$ cat src/hdl/u2a_pkg.sv
// ----------------------------------------------------------------------------
// u2a_pkg: shared types and constants
// State encoding, control struct and ASCII constants for the digit converter.
// ----------------------------------------------------------------------------
`default_nettype none

package u2a_pkg;

   localparam int unsigned DIGIT_W = 4;

   localparam logic [6:0] ASCII_ZERO     = 7'd48;  // '0'
   localparam logic [6:0] HEX_LETTER_GAP = 7'd7;   // ('A' - 10) - '0'
   localparam logic [3:0] DEC_RADIX      = 4'd10;

   typedef enum logic [1:0] {
      ST_IDLE,
      ST_CONVERT,
      ST_SKIP,
      ST_EMIT
   } state_type;

   // Commands from the sequencer to the digit shifter.
   typedef struct packed {
      logic load;   // take a new value
      logic step;   // one double-dabble step
      logic drop;   // shift the digit register up by one digit
   } shift_ctl_type;

endpackage

`default_nettype wire

$ cat src/hdl/u2a_digit_shift.sv
// ----------------------------------------------------------------------------
// u2a_digit_shift: bit-serial binary to digit shifter
// Double-dabble conversion one bit per step, then digits leave at the top.
// ----------------------------------------------------------------------------
`default_nettype none

module u2a_digit_shift
   import u2a_pkg::*;
#(
   parameter int unsigned EFF_W = 32,
   parameter int unsigned NDIG  = 10
) (
   input  wire logic              clock,
   input  wire shift_ctl_type     ctl,
   input  wire logic              use_hex,
   input  wire logic [EFF_W-1:0]  value,
   output logic      [DIGIT_W-1:0] top_digit
);

   localparam int unsigned BCD_W = NDIG * DIGIT_W;

   logic [EFF_W-1:0] bin_ff, bin_in;
   logic [BCD_W-1:0] bcd_ff, bcd_in;
   logic [BCD_W-1:0] adj;

   // Add 3 to every digit of 5 or more before the shift.
   always_comb begin
      for (int i = 0; i < NDIG; i++) begin
         if (bcd_ff[i*DIGIT_W +: DIGIT_W] >= 4'd5) begin
            adj[i*DIGIT_W +: DIGIT_W] = bcd_ff[i*DIGIT_W +: DIGIT_W] + 4'd3;
         end else begin
            adj[i*DIGIT_W +: DIGIT_W] = bcd_ff[i*DIGIT_W +: DIGIT_W];
         end
      end
   end

   always_comb begin
      bin_in = bin_ff;
      bcd_in = bcd_ff;
      priority if (ctl.load) begin
         bin_in = value;
         // hex digits are the nibbles of the value itself
         bcd_in = use_hex ? {{(BCD_W-EFF_W){1'b0}}, value} : '0;
      end else if (ctl.step) begin
         bin_in = {bin_ff[EFF_W-2:0], 1'b0};
         bcd_in = {adj[BCD_W-2:0], bin_ff[EFF_W-1]};
      end else if (ctl.drop) begin
         bcd_in = {bcd_ff[BCD_W-DIGIT_W-1:0], {DIGIT_W{1'b0}}};
      end
   end

   always_ff @(posedge clock) begin
      bin_ff <= bin_in;
      bcd_ff <= bcd_in;
   end

   assign top_digit = bcd_ff[BCD_W-1 -: DIGIT_W];

endmodule

`default_nettype wire

$ cat src/hdl/unsigned_to_ascii_digits_core.sv
// ----------------------------------------------------------------------------
// unsigned_to_ascii_digits_core: unsigned number to ASCII digit stream
// Turns one number into its decimal or upper-case hex digits, MSD first.
// ----------------------------------------------------------------------------
// Usage:
//   req_ channel: one beat carries req_value and req_use_hex (1 = hex).
//   rsp_ channel: one beat per digit, rsp_character in ASCII, rsp_last_digit
//   high on the least significant digit. Leading zeros are dropped; zero
//   gives a single '0'.
//   Timing: one beat at a time. Decimal runs bit-serial double dabble over
//   VALUE_WIDTH (at most 32) bits, one bit per step. Then the suppressed
//   leading zeros are dropped one at a time, emission is entered and one
//   digit is emitted per beat. Hex skips the conversion.
//   req_ready is high only between items. The last digit sits in the output
//   register, so the next request is taken while it waits.
//   A stalled receiver holds rsp_valid and the digit; the digit shifter
//   pauses until the beat is taken.
//   Reset clears the sequencer and the output valid; nothing else is kept.
// ----------------------------------------------------------------------------
`default_nettype none

module unsigned_to_ascii_digits_core
   import u2a_pkg::*;
#(
   parameter int unsigned VALUE_WIDTH = 32
) (
   input  wire logic        clock,
   input  wire logic        reset,
   input  wire logic        req_valid,
   output logic             req_ready,
   input  wire logic [31:0] req_value,
   input  wire logic        req_use_hex,
   output logic             rsp_valid,
   input  wire logic        rsp_ready,
   output logic      [6:0]  rsp_character,
   output logic             rsp_last_digit
);

   // Only the low bits up to the field width take part.
   localparam int unsigned EFF_W = (VALUE_WIDTH < 32) ? VALUE_WIDTH : 32;
   // floor(0.3 * w) + 1 covers ceil(w * log10(2)) for these widths
   localparam int unsigned NDIG  = (EFF_W * 3) / 10 + 1;
   localparam int unsigned CMAX  = (EFF_W > NDIG) ? EFF_W : NDIG;
   localparam int unsigned CNT_W = $clog2(CMAX + 1);

   state_type          state_ff, state_in;
   logic [CNT_W-1:0]   cnt_ff, cnt_in;
   shift_ctl_type      ctl;
   logic [DIGIT_W-1:0] top_digit;
   logic               rsp_load;
   logic               rsp_valid_ff, rsp_valid_in;
   logic [6:0]         rsp_char_ff, rsp_char_in;
   logic               rsp_last_ff, rsp_last_in;
   logic               out_free;

   u2a_digit_shift #(
      .EFF_W (EFF_W),
      .NDIG  (NDIG)
   ) u_shift (
      .clock     (clock),
      .ctl       (ctl),
      .use_hex   (req_use_hex),
      .value     (req_value[EFF_W-1:0]),
      .top_digit (top_digit)
   );

   assign out_free = !rsp_valid_ff || rsp_ready;

   // Next state and counter.
   always_comb begin
      state_in = state_ff;
      cnt_in   = cnt_ff;
      unique case (state_ff)
         ST_IDLE: begin
            if (req_valid) begin
               if (req_use_hex) begin
                  state_in = ST_SKIP;
                  cnt_in   = CNT_W'(NDIG);
               end else begin
                  state_in = ST_CONVERT;
                  cnt_in   = CNT_W'(EFF_W);
               end
            end
         end
         ST_CONVERT: begin
            if (cnt_ff == CNT_W'(1)) begin
               state_in = ST_SKIP;
               cnt_in   = CNT_W'(NDIG);
            end else begin
               cnt_in = cnt_ff - CNT_W'(1);
            end
         end
         ST_SKIP: begin
            if (top_digit == '0 && cnt_ff != CNT_W'(1)) begin
               cnt_in = cnt_ff - CNT_W'(1);
            end else begin
               state_in = ST_EMIT;
            end
         end
         ST_EMIT: begin
            if (out_free) begin
               cnt_in = cnt_ff - CNT_W'(1);
               if (cnt_ff == CNT_W'(1)) begin
                  state_in = ST_IDLE;
               end
            end
         end
         default: state_in = ST_IDLE;
      endcase
   end

   // Outputs of the sequencer.
   always_comb begin
      ctl       = '0;
      rsp_load  = 1'b0;
      req_ready = 1'b0;
      unique case (state_ff)
         ST_IDLE: begin
            req_ready = 1'b1;
            ctl.load  = req_valid;
         end
         ST_CONVERT: ctl.step = 1'b1;
         ST_SKIP:    ctl.drop = (top_digit == '0 && cnt_ff != CNT_W'(1));
         ST_EMIT: begin
            rsp_load = out_free;
            ctl.drop = out_free;
         end
         default: ;
      endcase
   end

   // Output register.
   always_comb begin
      rsp_valid_in = rsp_valid_ff;
      rsp_char_in  = rsp_char_ff;
      rsp_last_in  = rsp_last_ff;
      if (rsp_load) begin
         rsp_valid_in = 1'b1;
         rsp_last_in  = (cnt_ff == CNT_W'(1));
         if (top_digit < DEC_RADIX) begin
            rsp_char_in = ASCII_ZERO + {3'b000, top_digit};
         end else begin
            rsp_char_in = ASCII_ZERO + HEX_LETTER_GAP + {3'b000, top_digit};
         end
      end else if (rsp_ready) begin
         rsp_valid_in = 1'b0;
      end
   end

   always_ff @(posedge clock) begin
      if (reset) begin
         state_ff     <= ST_IDLE;
         cnt_ff       <= '0;
         rsp_valid_ff <= 1'b0;
      end else begin
         state_ff     <= state_in;
         cnt_ff       <= cnt_in;
         rsp_valid_ff <= rsp_valid_in;
      end
   end

   always_ff @(posedge clock) begin
      rsp_char_ff <= rsp_char_in;
      rsp_last_ff <= rsp_last_in;
   end

   assign rsp_valid      = rsp_valid_ff;
   assign rsp_character  = rsp_char_ff;
   assign rsp_last_digit = rsp_last_ff;

endmodule

`default_nettype wire
$ cat config.mk
export PLATFORM = sky130hd
export DESIGN_NAME = unsigned_to_ascii_digits_core
export DESIGN_NICKNAME = d
export VERILOG_FILES = /design/src/hdl/u2a_pkg.sv /design/src/hdl/u2a_digit_shift.sv /design/src/hdl/unsigned_to_ascii_digits_core.sv
export SDC_FILE = /design/constraint.sdc
export NUM_CORES = 1
export LEC_CHECK = 0
export ABC_AREA = 1
export BUFFER_PORTS_ARGS = -buffer_cell sky130_fd_sc_hd__buf_2
export CORE_MARGIN = 5
export CORE_UTILIZATION = 67
export CTS_BUF_LIST = sky130_fd_sc_hd__clkbuf_8
export CTS_CLUSTER_SIZE = 20
export DETAILED_ROUTE_END_ITERATION = 16
export PLACE_DENSITY = 0.95
export SYNTH_ARGS = -nofsm -noshare
export SYNTH_HDL_FRONTEND = slang
export SYNTH_SLANG_ARGS = --single-unit
$ cat constraint.sdc
create_clock -name clock -period 5 [get_ports clock]
set_clock_uncertainty 0.1 [all_clocks]
set_input_delay 1 -clock clock [delete_from_list [all_inputs] [get_ports clock]]
set_output_delay 1 -clock clock [all_outputs]
set_load 0.02 [all_outputs]
# After elaboration in Yosys (flattened, before gate mapping)
# Index checks and enable logic that the tools add are counted.
# Widths: inputs -> output; s select.
# totals
out_inout_bits	10
word_cells	89
input_bits	37
register_bits	89
# op_classes
n_eq_ne	11
order_cmp	11
reduce_logical	10
addsub	13
n_mux	37
# ops
cell	count
$mux 40	3
$mux 32	3
$ge 4x3->1 const B	10
$add 4x2->4 const B	9
$mux 4	9
$mux 6	5
$pmux 6 s4	1
$add 6x4->7 const A	2
$mux 2	6
$ne 2x2->1 const B	6
$pmux 2 s4	1
$mux 7	1
$eq 6x1->1 const B	1
$mux 1	6
$ne 6x1->1 const B	1
$sub 6x1->6 const B	1
$reduce_and 5->1	1
$eq 2x2->1 const B	2
$logic_not 4->1	1
$lt 4x4->1 const B	1
$reduce_bool 2->1	2
$add 3x2->3 const B	1
$mux 3	1
$reduce_and 3->1	1
other kinds (7)	7

# Logic depth before layout (Yosys ltp)
# Gate-level depths: netlist of the first run.
# logic_depth
ltp_word	6
mapped_depth	11
ltp_nobuf	11

# By module
# Synthesis of the first run repeated with hierarchy kept, for this count alone.
# hier_totals
hier_cells	664
area_unflattened_um2	5476.5
# modules_own_cells
module	n_inst	area_per_inst_um2	cells_each	seq_area_each_um2
u2a_digit_shift	1	4372.9	527	2162.1
unsigned_to_ascii_digits_core	1	1103.6	137	420.4

# Worst setup path before layout of the first run
# No wires, ideal clock.
# synth_timing
kind	input port to flip-flop
from	input rsp_ready
to	register u_shift.bcd_ff[0], enable pin
required_ns	4.451
arrival_ns	2.830
setup_time_ns	0.449
n_path_buf	0
path_slack_ns	1.621
stages	4
cell_sequence	inv_1 a21oi_1 o21ai_0 o211ai_1
# synth_between
elab_chain_len	3
# synth_lines
element	line	source
from (decl)	unsigned_to_ascii_digits_core.sv:34	input wire logic rsp_ready,
$logic_or 1x1->1	unsigned_to_ascii_digits_core.sv:67	assign out_free = !rsp_valid_ff || rsp_ready;
$pmux 1 s2	unsigned_to_ascii_digits_core.sv:117	unique case (state_ff)
$reduce_bool 3->1 (no source line)	-	
to (signal assigned)	u2a_digit_shift.sv:54	bcd_ff <= bcd_in;
to (decl)	u2a_digit_shift.sv:23	logic [BCD_W-1:0] bcd_ff, bcd_in;
# No other way between the ends.
# A chain may end at the register's enable or synchronous reset.

# Final worst setup path of the first run
# layout_timing
from	register state_ff[1]
to	register u_shift.bcd_ff[36] (data pin)
# layout_between
elab_chain_len	4
word_cells_on_any_way	6
cone_classes	eq/ne (1); mux (4); reduce/logical (1)
# layout_lines
element	line	source
from (decl)	unsigned_to_ascii_digits_core.sv:46	state_type state_ff, state_in;
from (signal assigned)	unsigned_to_ascii_digits_core.sv:156	state_ff <= state_in;
$eq 2x1->1	unsigned_to_ascii_digits_core.sv:117	
$mux 1	unsigned_to_ascii_digits_core.sv:117	
$mux 40	u2a_digit_shift.sv:44	end else if (ctl.step) begin
$mux 40 *	u2a_digit_shift.sv:40	priority if (ctl.load) begin
# Every way passes the cells marked *; elsewhere a longest branch is shown, timed or not.

==> flow_summary.rst, run 1 <==
.. list-table::
   :header-rows: 1

   * - Metric
     - Value
   * - Status
     - finished clean
   * - Power after layout
     - 4.11 mW
   * - Hold Worst Slack
     - 0.420 ns
   * - Crit path capture type
     - flop
   * - # fillers
     - 523
   * - Power Dens Cells
     - ~740 nW/um^2
   * - Highest clock frequency the design can meet
     - 361 MHz
   * - Overall die height
     - 96.7 um
   * - Vias post-DR
     - 4161
   * - Number of primary I/O pins
     - 47
   * - Row cnt
     - 31
   * - Flip-flop and latch count after synthesis
     - 89
   * - Drc violations
     - 0
   * - Transition time at the pin with the least slew margin
     - 1.04 ns
   * - Gates resized, CTS repair
     - 0
   * - RSZ-0062 raised after global routing
     - no
   * - Leftover overflow at the end of global routing
     - 0
   * - Growth of design area from synthesis to finish
     - 10.4%
   * - Period minus WS final
     - 2.77 ns
   * - H-tree levels
     - 3
   * - Routed len/inst
     - ~16 um
   * - Chip Width
     - between 90 and 100 um
   * - TritonCTS clock tree
     - done
   * - Clock sink count
     - 89
   * - Total routed wirelength
     - around 11 mm
   * - Quantity of I/O buffers inserted on ports
     - between 40 and 50
   * - Hold WC Path Type
     - flop to flop
   * - Number of slew-limit violations in the final report
     - 0
   * - Number of buffers added to fix hold violations after cts
     - 0
   * - First drt pass iteration count
     - 5
   * - Worst-Skew Late Latency
     - between 0.3 and 0.4 ns
   * - Critical path arrival
     - around 2.9 ns
   * - Relative max-transition margin
     - 0.306
   * - Initial antenna violation count
     - 0
   * - Post-synth design cell area
     - around 5000 sq um
   * - Clock buffer depth
     - 2
   * - Clk pin slew, worst setup/hold paths
     - about 0.090 ns
   * - Non-Filler Instances
     - 700
   * - Initial standard-cell utilization of the core
     - 0.690
   * - Share of the clock period used by the worst path after layout
     - 0.553
   * - Type of origin of the critical path
     - flop
   * - Synthesis Warnings
     - 0
   * - CTS buffer count
     - 9
   * - Fraction of final layout cells with drive strength greater than 1
     - 0.150
   * - Number of maximum-capacitance constraint violations
     - 0
   * - Total routing resource utilization after global routing
     - 0.246
   * - Total of endpoints with negative setup slack in the final report
     - 0
   * - Maximum fanout count along the critical path
     - 36
   * - Via-to-Cell Ratio
     - 5.94
   * - Placeable core region
     - approximately 7300 sq um
   * - Most common cell after layout, fill and taps aside
     - nand2_1
   * - Post-synthesis cell count
     - 550
   * - Post-route antenna net violation count
     - 0
   * - Final Hold Vio Count
     - 0
   * - Setup fix buffers added after clock tree synthesis
     - 0
   * - Portion of the post-synthesis area used by sequential elements
     - 0.513
   * - Initial DRC Count
     - 405
   * - First-pass GRT wire length
     - 19.0 mm
   * - Maximum VDD drop
     - ~370 uV
   * - Placed insts
     - 684
   * - Pin count of the biggest net entering global routing
     - 49
   * - Half-perimeter wire length after placement
     - 7.77 mm
   * - Synth cell types
     - 30
   * - Number of global-route vias before repair
     - about 4200
   * - Diodes inserted
     - 0
   * - Final net count
     - 660
   * - Leakage component of the power
     - 2.46 nW
   * - Setup Total Neg Slack
     - 0 ns
   * - Die Footprint
     - about 9300 sq um
   * - Classification of the worst setup path
     - flop to flop
   * - Root buffer cell
     - clkbuf_8
   * - Mean instance size in the synthesized netlist
     - 9.15 sq um
   * - Final weighted congestion in routability-driven placement
     - ~0.87
   * - Critical path data required time
     - roughly 5.1 ns
   * - Number of nets produced by synthesis
     - 614
   * - Leading cell types in the layout, fill and taps excluded
     - nand2_1 (142), edfxtp_1 (80), inv_1 (65)
-- logic make-up (layout without fill, tap and decap cells) --
family	count (synthesis)	after routing	synth area share
simple gates	223	223	0.183
buf+inv	84	135	0.0674
fa+ha+maj	27	27	0.0671
xor+xnor	18	18	0.0313
compound gates	109	109	0.138
flops	89	89	0.513
-- state kept, by name, summed over array words and instances, names as in the netlist --
name and count:
cnt_ff 6, rsp_character 7, rsp_last_digit 1, rsp_valid 1
state_ff 2, u_shift.bcd_ff 40, u_shift.bin_ff 32
-- Yosys cell counts (all sizes together) --
cell type	number	area, sq um
nand3	31	160
inv	69	259
a31o	6	52.6
o211ai	4	30.0
nor2	35	136
nor3	2	10.0
nand2	146	558
ha	27	338
xor2	18	158
o21bai	9	67.6
o22ai	21	131
a22o	1	8.76
clkbuf	6	22.5
buf	9	57.6
edfxtp	80	2400
nand4	2	12.5
or2	7	43.8
o31ai	1	7.51
dfxtp	9	180
a21oi	14	81.3
o21ai	40	200
o221ai	13	114
-- metrics by stage --
step           worst slack [ns]  area [sq um]   util
5_1_grt                    1.99          5550  0.762
3_5_place_dp               1.97          5340  0.732
2_1_floorplan              1.62          5030      -
3_3_place_gp               2.02          5340  0.732
4_1_cts                    2.27          5550  0.762
6_report                   2.23          5550  0.762
-- routing by layer --
layer,vias to the layer above,part of all wire,GRT usage
met5,-,0,0
met4,0,0.031,0.0950
met3,39,0.082,0.0612
met2,214,0.50,0.432
met1,1937,0.39,0.288
li1,1971,-,-
-- cell type report --
class	instances	area (sq um)	share of cell area
inverters	69	259	0.0466
clock inverters	7	95.1	0.0171
flip-flops and latches	89	2580	0.465
repair buffers	50	260	0.0469
clock buffers	9	124	0.0223
multi-input cells	377	2110	0.380
well taps	99	124	0.0223
-- critical path, stage by stage (launching register included) --
cell,delay (ns)
dfxtp_1,0.42
inv_1,0.09
ha_1,0.28
nand2_2,0.12
buf_4,0.33
nand2_1,0.39
inv_2,0.52
o21ai_0,0.19
o22ai_1,0.15
-- report_power, final --
group	internal [mW]	switching (mW)	leakage (nW)	total [mW]
Sequential	1.39	0.197	0.857	1.59
Combinational	0.665	1.31	1.49	1.98
Clock	0.281	0.261	0.109	0.542
-- final timing paths --
kind | start | endpoint | slack (ns) | cells after the start
worst min-delay path | rsp_valid | rsp_valid | 0.42 | 2
worst max-delay path | state_ff[1] | u_shift.bcd_ff[36] | 2.23 | 8
worst max register to register | state_ff[1] | u_shift.bcd_ff[36] | 2.23 | 8
worst min register to register | rsp_valid | rsp_valid | 0.42 | 2
Power figures use the tool's default switching activity.
==> run 2: changes to the inputs <==
CORE_UTILIZATION = 56   (was 67)
PLACE_DENSITY = 0.88   (was 0.95)
clock period = 2.5 ns   (was 5 ns; I/O delays follow)
==> run 2 against run 1 <==
- critical path depth grew 1
- clock power grew 75%
- register-to-register slack lost 1.9 ns
- sequential power grew 99%
- sequential share of layout area shrank 0.46 points
- non-clock buffer count grew 7
- die area grew 18%
- total power grew 98%
- largest cell class unchanged
- largest power group unchanged
==> flow_summary.rst, run 2 (synthesis results as in run 1) <==
.. list-table::
   :header-rows: 1

   * - Metric
     - Value
   * - Logic pwr share
     - 0.495 (was 0.482)
   * - Ordered list of cells on the worst path
     - inv_1, ha_1, inv_1, nor2_1, nand2_2, nor2_1, o21ai_0, o211ai_1, buf_12 (was inv_1, ha_1, nand2_2, buf_4, nand2_1, inv_2, o21ai_0, o22ai_1)
   * - Routed len/inst
     - 15.6 um (was 16.2 um)
   * - Critical path arrival
     - 2.12 ns (was 2.88 ns)
   * - Clock sink count
     - 89 (unchanged)
   * - RSZ-0062 raised after global routing
     - no (unchanged)
   * - CP Buf/Inv Count
     - 3 (unchanged)
   * - H-tree levels
     - 3 (unchanged)
   * - Overall die height
     - 105 um (was 96.7 um)
   * - Maximum VDD drop
     - 710 uV (was 366 uV)
   * - Flip-flop count of the largest register after layout
     - 40 (unchanged)
   * - Relative max-transition margin
     - 0.664 (was 0.306)
   * - Period minus WS final
     - 2.18 ns (was 2.77 ns)
   * - TritonCTS clock tree
     - done (unchanged)
   * - Total routed wirelength
     - 11.2 mm (was 11.3 mm)
   * - Post-route antenna net violation count
     - 0 (unchanged)
   * - Gates resized, CTS repair
     - 0 (unchanged)
   * - Type of origin of the critical path
     - flop (unchanged)
   * - Worst stage delay on the critical path
     - 0.44 ns (was 0.52 ns)
   * - Classification of the worst setup path
     - flop to flop (unchanged)
   * - Non-Filler Instances
     - 715 (was 700)
   * - Number of global-route vias before repair
     - 4173 (was 4233)
   * - Initial standard-cell utilization of the core
     - 0.577 (was 0.690)
   * - Clk pin slew, worst setup/hold paths
     - 0.08 ns (was 0.09 ns)
   * - Hold WC Path Type
     - primary input to flop (was flop to flop)
   * - Placeable core region
     - 8720 sq um (was 7290 sq um)
   * - Largest register by flop count
     - u_shift.bcd_ff (unchanged)
   * - Total routing resource utilization after global routing
     - 0.204 (was 0.246)
   * - Part of the power in registers
     - 0.389 (was 0.386)
   * - Highest clock frequency the design can meet
     - 458 MHz (was 361 MHz)
   * - Final Hold Vio Count
     - 0 (unchanged)
   * - Power Dens Cells
     - 1450 nW/um^2 (was 740 nW/um^2)
   * - Half-perimeter wire length after placement
     - 7.93 mm (was 7.77 mm)
   * - Transition time at the pin with the least slew margin
     - 0.503 ns (was 1.04 ns)
   * - Status
     - finished clean (unchanged)
   * - Worst-Skew Late Latency
     - 0.35 ns (was 0.37 ns)
   * - Initial antenna violation count
     - 0 (unchanged)
   * - Drc violations
     - 0 (unchanged)
   * - Leakage component of the power
     - 2.49 nW (was 2.46 nW)
   * - Chip Width
     - 105 um (was 96.7 um)
   * - Initial DRC Count
     - 325 (was 405)
   * - Final weighted congestion in routability-driven placement
     - 0.922 (was 0.873)
   * - Setup Total Neg Slack
     - 0 ns (unchanged)
   * - Placed insts
     - 700 (was 684)
   * - Max stage delay cell, worst path
     - edfxtp_1 (was inv_2)
   * - Internal Dissipation
     - 4.66 mW (was 2.34 mW)
   * - Crit path capture type
     - flop (unchanged)
   * - Hold Worst Slack
     - 0.243 ns (was 0.420 ns)
   * - Via-to-Cell Ratio
     - 5.70 (was 5.94)
   * - Switching pwr
     - 3.48 mW (was 1.77 mW)
   * - Most common cell after layout, fill and taps aside
     - nand2_1 (unchanged)
   * - Number of slew-limit violations in the final report
     - 0 (unchanged)
   * - Setup WS pre-CTS
     - 0.372 ns (was 1.97 ns)
   * - Quantity of I/O buffers inserted on ports
     - 46 (unchanged)
   * - # fillers
     - 669 (was 523)
   * - Clock buffer depth
     - 2 (unchanged)
   * - First-pass GRT wire length
     - 18.7 mm (was 19.0 mm)
   * - Leftover overflow at the end of global routing
     - 0 (unchanged)
   * - Area of the multi-input gates
     - 2110 sq um (about the same)
   * - Final critical-path setup slack
     - 0.317 ns (was 2.23 ns)
   * - Vias post-DR
     - 4077 (was 4161)
   * - Maximum fanout count along the critical path
     - 40 (was 36)
   * - Final net count
     - 667 (was 660)
   * - Setup fix buffers added after clock tree synthesis
     - 0 (unchanged)
   * - Growth of design area from synthesis to finish
     - 11.6% (was 10.4%)
   * - CTS buffer count
     - 9 (unchanged)
   * - Sw frac
     - 0.428 (was 0.431)
   * - Sequential Area
     - 2580 sq um (about the same)
   * - Row cnt
     - 34 (was 31)
   * - Die Footprint
     - 11000 sq um (was 9340 sq um)
   * - First drt pass iteration count
     - 5 (unchanged)
   * - Gate family responsible for the most delay along the worst path
     - buffers and inverters (unchanged)
   * - Share of the clock period used by the worst path after layout
     - 0.873 (was 0.553)
   * - Root buffer cell
     - clkbuf_8 (unchanged)
   * - Number of buffers added to fix hold violations after cts
     - 0 (unchanged)
   * - Diodes inserted
     - 0 (unchanged)
   * - Critical path data required time
     - 2.44 ns (was 5.11 ns)
   * - Leading cell types in the layout, fill and taps excluded
     - nand2_1 (142), edfxtp_1 (80), inv_1 (65) (unchanged)
   * - Number of primary I/O pins
     - 47 (unchanged)
   * - Fraction of final layout cells with drive strength greater than 1
     - 0.160 (was 0.150)
   * - Number of maximum-capacitance constraint violations
     - 0 (unchanged)
   * - Pin count of the biggest net entering global routing
     - 58 (was 49)
   * - Clock power frac
     - 0.117 (was 0.132)
   * - Total of endpoints with negative setup slack in the final report
     - 0 (unchanged)
run 2: cell count changes in the layout (fill, tap and decap cells not counted), sizes merged:
| cell | before | now |
|---|---|---|
| clkinvlp | 1 | 0 |
| clkinv | 4 | 3 |
| bufinv | 2 | 1 |
| buf | 50 | 57 |
| inv | 69 | 71 |
run 2: final timing paths:
check                           cells past startpoint               start  slack (ns)                  to
worst min-delay path                                2               reset        0.24           rsp_valid
worst max-delay path                                9  u_shift.bcd_ff[36]        0.32  u_shift.bcd_ff[27]
worst min register to register                      2           rsp_valid        0.41           rsp_valid
worst max register to register                      9  u_shift.bcd_ff[36]        0.32  u_shift.bcd_ff[27]
run 2: cell type report:
cell class / instances / share of cell area
flip-flops and latches: 89 / 0.460
multi-input cells: 377 / 0.377
repair buffers: 57 / 0.0602
inverters: 69 / 0.0461
well taps: 108 / 0.0241
clock buffers: 9 / 0.0221
clock inverters: 6 / 0.0107
run 2: power groups by stage:
stage / Clock, mW / Combinational, mW / Sequential [mW]
floorplan: 0 / 2.97 / 3.11
global placement: 0 / 3.71 / 3.13
detailed placement: 0 / 3.95 / 3.17
CTS: 0.971 / 4.00 / 3.15
global route: 1.03 / 4.51 / 3.23
finish: 0.949 / 4.03 / 3.16
run 2: layer usage:
| metal | wire length, um | global-route usage |
|---|---|---|
| met3 | 716 | 0.0518 |
| met5 | 0 | 0 |
| met4 | 158 | 0.0511 |
| met2 | 5750 | 0.367 |
| met1 | 4560 | 0.242 |
run 2: through the flow:
step / total power, mW / util / instance area (sq um)
after detailed placement: 7.13 / 0.623 / 5430
final: 8.14 / 0.644 / 5610
after CTS: 8.12 / 0.644 / 5610
after floorplan: 6.09 / - / 5040
after global routing: 8.78 / 0.644 / 5610
after global placement: 6.84 / 0.623 / 5430
run 2: worst reg2reg max path, stage by stage (launching register included):
cell and delay, ns:
edfxtp_1 0.44, inv_1 0.15, ha_1 0.16, inv_1 0.04, nor2_1 0.11, nand2_2 0.10, nor2_1 0.20, o21ai_0 0.11
o211ai_1 0.17, buf_12 0.27
==> run 3: changes to the inputs <==
CORE_UTILIZATION = 35   (was 56)
PLACE_DENSITY = 0.63   (was 0.88)
RECOVER_POWER = 50   (was not set)
REMOVE_ABC_BUFFERS = 1   (was not set)
==> run 3 against run 2 <==
- largest cell class unchanged
- cell count rose by 10%
- worst setup slack got worse by 0.019 ns
- critical endpoint is now u_shift.bin_ff[25]
- hold slack got worse by 0.0022 ns
- critical path type unchanged
- highest routed layer unchanged
- register-to-register slack got worse by 0.02 ns
- largest power group unchanged
==> flow_summary.rst, run 3 (synthesis results as in run 1) <==
.. list-table::
   :header-rows: 1

   * - Metric
     - Value
   * - Status
     - finished clean (unchanged)
   * - Routed len/inst
     - 14.1 um (was 15.6 um)
   * - CTS buffer count
     - 9 (unchanged)
   * - Total of endpoints with negative setup slack in the final report
     - 0 (unchanged)
   * - Chip Width
     - 130 um (was 105 um)
   * - Internal Dissipation
     - 4.51 mW (was 4.66 mW)
   * - Placeable core region
     - 14000 sq um (was 8720 sq um)
   * - Clk pin slew, worst setup/hold paths
     - 0.09 ns (was 0.08 ns)
   * - Leading cell types in the layout, fill and taps excluded
     - nand2_1 (144), edfxtp_1 (80), inv_1 (68) (was nand2_1 (142), edfxtp_1 (80), inv_1 (65))
   * - Pin count of the biggest net entering global routing
     - 41 (was 58)
   * - Fraction of final layout cells with drive strength greater than 1
     - 0.128 (was 0.160)
   * - R2R Path Start
     - state_ff[0] (was u_shift.bcd_ff[36])
   * - Diodes inserted
     - 0 (unchanged)
   * - Via-to-Cell Ratio
     - 5.04 (was 5.70)
   * - Overall die height
     - 130 um (was 105 um)
   * - Clock buffer depth
     - 2 (unchanged)
   * - Number of buffers added to fix hold violations after cts
     - 0 (unchanged)
   * - Root buffer cell
     - clkbuf_8 (unchanged)
   * - Flip-flop count of the largest register after layout
     - 40 (unchanged)
   * - Critical path arrival
     - 2.15 ns (was 2.12 ns)
   * - Logic pwr share
     - 0.495 (about the same)
   * - Number of primary I/O pins
     - 47 (unchanged)
   * - Die Footprint
     - 16900 sq um (was 11000 sq um)
   * - Maximum fanout count along the critical path
     - 40 (unchanged)
   * - Part of the power in registers
     - 0.397 (was 0.389)
   * - Transition time at the pin with the least slew margin
     - 0.651 ns (was 0.503 ns)
   * - Post-route antenna net violation count
     - 0 (unchanged)
   * - Max stage delay cell, worst path
     - dfxtp_1 (was edfxtp_1)
   * - H-tree levels
     - 3 (unchanged)
   * - Critical R2R Capture
     - u_shift.bin_ff[25] (was u_shift.bcd_ff[27])
   * - # fillers
     - 1418 (was 669)
   * - Row cnt
     - 43 (was 34)
   * - Initial standard-cell utilization of the core
     - 0.360 (was 0.577)
   * - Period minus WS final
     - 2.20 ns (was 2.18 ns)
   * - Share of the clock period used by the worst path after layout
     - 0.881 (was 0.873)
   * - Maximum VDD drop
     - 744 uV (was 710 uV)
   * - Critical path data required time
     - 2.45 ns (was 2.44 ns)
   * - Endpoint, Worst Hold
     - cnt_ff[3] (was rsp_valid)
   * - Gates resized, CTS repair
     - 0 (unchanged)
   * - Minimum setup slack among reg-to-reg paths
     - 0.30 ns (was 0.32 ns)
   * - TritonCTS clock tree
     - done (unchanged)
   * - Final net count
     - 668 (was 667)
   * - Setup Total Neg Slack
     - 0 ns (unchanged)
   * - Initial DRC Count
     - 229 (was 325)
   * - Relative max-transition margin
     - 0.566 (was 0.664)
   * - Drc violations
     - 0 (unchanged)
   * - Gate family responsible for the most delay along the worst path
     - buffers and inverters (unchanged)
   * - Final weighted congestion in routability-driven placement
     - 0.877 (was 0.922)
   * - Power Dens Cells
     - 1400 nW/um^2 (was 1450 nW/um^2)
   * - Classification of the worst setup path
     - flop to flop (unchanged)
   * - Hold WC Path Type
     - primary input to flop (unchanged)
   * - Number of global-route vias before repair
     - 4027 (was 4173)
   * - Power after layout
     - 7.91 mW (was 8.14 mW)
   * - Growth of design area from synthesis to finish
     - 12.2% (was 11.6%)
   * - Clock sink count
     - 89 (unchanged)
   * - Vias post-DR
     - 3971 (was 4077)
   * - Total routing resource utilization after global routing
     - 0.135 (was 0.204)
   * - Number of maximum-capacitance constraint violations
     - 0 (unchanged)
   * - Quantity of I/O buffers inserted on ports
     - 46 (unchanged)
   * - Ordered list of cells on the worst path
     - inv_1, ha_1, nand2_2, nand2_1, buf_12, clkbuf_2 (was inv_1, ha_1, inv_1, nor2_1, nand2_2, nor2_1, o21ai_0, o211ai_1, buf_12)
   * - Number of slew-limit violations in the final report
     - 0 (unchanged)
   * - First drt pass iteration count
     - 4 (was 5)
   * - Non-Filler Instances
     - 788 (was 715)
   * - Half-perimeter wire length after placement
     - 7.97 mm (was 7.93 mm)
   * - Number of cells on the worst hold path
     - 2 (unchanged)
   * - Worst-Skew Late Latency
     - 0.36 ns (was 0.35 ns)
   * - Sw frac
     - 0.429 (was 0.428)
   * - First-pass GRT wire length
     - 18.4 mm (was 18.7 mm)
   * - Crit path capture type
     - flop (unchanged)
   * - Initial antenna violation count
     - 0 (unchanged)
   * - Worst stage delay on the critical path
     - 0.35 ns (was 0.44 ns)
   * - Clock power frac
     - 0.108 (was 0.117)
   * - Switching pwr
     - 3.39 mW (was 3.48 mW)
   * - Largest register by flop count
     - u_shift.bcd_ff (unchanged)
   * - Leftover overflow at the end of global routing
     - 0 (unchanged)
   * - Number of cells traversed by the worst register-to-register path
     - 6 (was 9)
   * - Final Hold Vio Count
     - 0 (unchanged)
   * - Most common cell after layout, fill and taps aside
     - nand2_1 (unchanged)
   * - Total routed wirelength
     - 11.1 mm (was 11.2 mm)
   * - Type of origin of the critical path
     - flop (unchanged)
   * - RSZ-0062 raised after global routing
     - no (unchanged)
   * - Setup fix buffers added after clock tree synthesis
     - 0 (unchanged)
   * - CP Buf/Inv Count
     - 3 (unchanged)
   * - Min-delay src
     - reset (unchanged)
   * - Highest clock frequency the design can meet
     - 454 MHz (was 458 MHz)
   * - Leakage component of the power
     - 2.44 nW (was 2.49 nW)
   * - Placed insts
     - 773 (was 700)
## run 3: changes by cell type in the layout (fill, tap and decap cells not counted), moves of 2 or more
cell        before  now
nand2_2          4    2
clkbuf_1         0   12
inv_2            5    2
nand2_1        142  144
buf_4            9    5
buf_2           46   36
clkbuf_2         0    2
clkinvlp_4       0    2
inv_1           65   68
## run 3: worst register-to-register path, delay by kind of cell (launching register included)
family,cells,cell delay [ns]
buffers and inverters,3,0.69
AND/OR/NAND/NOR,2,0.46
flip-flops,1,0.35
adder cells (fa/ha/maj),1,0.31
## run 3: area by class of cell
class | instances | area (sq um) | share of cell area
multi-input combinational | 377 | 2100 | 0.371
timing repair buffer | 58 | 320 | 0.0567
clock buffer | 9 | 124 | 0.0219
clock inverter | 6 | 37.5 | 0.00665
sequential | 89 | 2580 | 0.457
inverter | 69 | 259 | 0.0459
tap | 180 | 225 | 0.0399
## run 3: worst max-delay path by stage
stage,cells after the start,endpoint,from
after detailed placement,9,u_shift.bcd_ff[2],u_shift.bcd_ff[36]
after global placement,9,u_shift.bcd_ff[5],u_shift.bcd_ff[36]
final,6,u_shift.bin_ff[25],state_ff[0]
after global routing,6,u_shift.bin_ff[26],state_ff[1]
after floorplan,4,u_shift.bcd_ff[0],state_ff[1]
after CTS,9,u_shift.bcd_ff[2],u_shift.bcd_ff[36]
## run 3: per-stage QoR
stage | util | hold WS, ns | instance area [sq um] | setup WS (ns)
global placement | 0.395 | 0.375 | 5520 | 0.380
detailed placement | 0.395 | 0.391 | 5520 | 0.342
CTS | 0.406 | 0.221 | 5680 | 0.316
floorplan | - | 0.368 | 4950 | -0.502
finish | 0.404 | 0.241 | 5650 | 0.299
global route | 0.404 | 0.231 | 5650 | 0.132
## run 3: metal layers
metal / routed length [um] / global-route usage / share of wire / vias to the layer above
met5: 0 / 0 / 0 / -
met4: 145 / 0.0391 / 0.013 / 0
met3: 628 / 0.0323 / 0.056 / 15
met2: 5270 / 0.228 / 0.47 / 117
met1: 5110 / 0.174 / 0.46 / 1851
li1: - / - / - / 1988
## run 3: power groups by stage
stage | combinational (mW) | clock, mW | sequential [mW]
2_1_floorplan | 2.88 | 0 | 3.12
3_3_place_gp | 3.83 | 0 | 3.14
3_5_place_dp | 3.94 | 0 | 3.17
4_1_cts | 3.97 | 0.893 | 3.14
5_1_grt | 4.44 | 0.953 | 3.22
6_report | 3.91 | 0.855 | 3.14
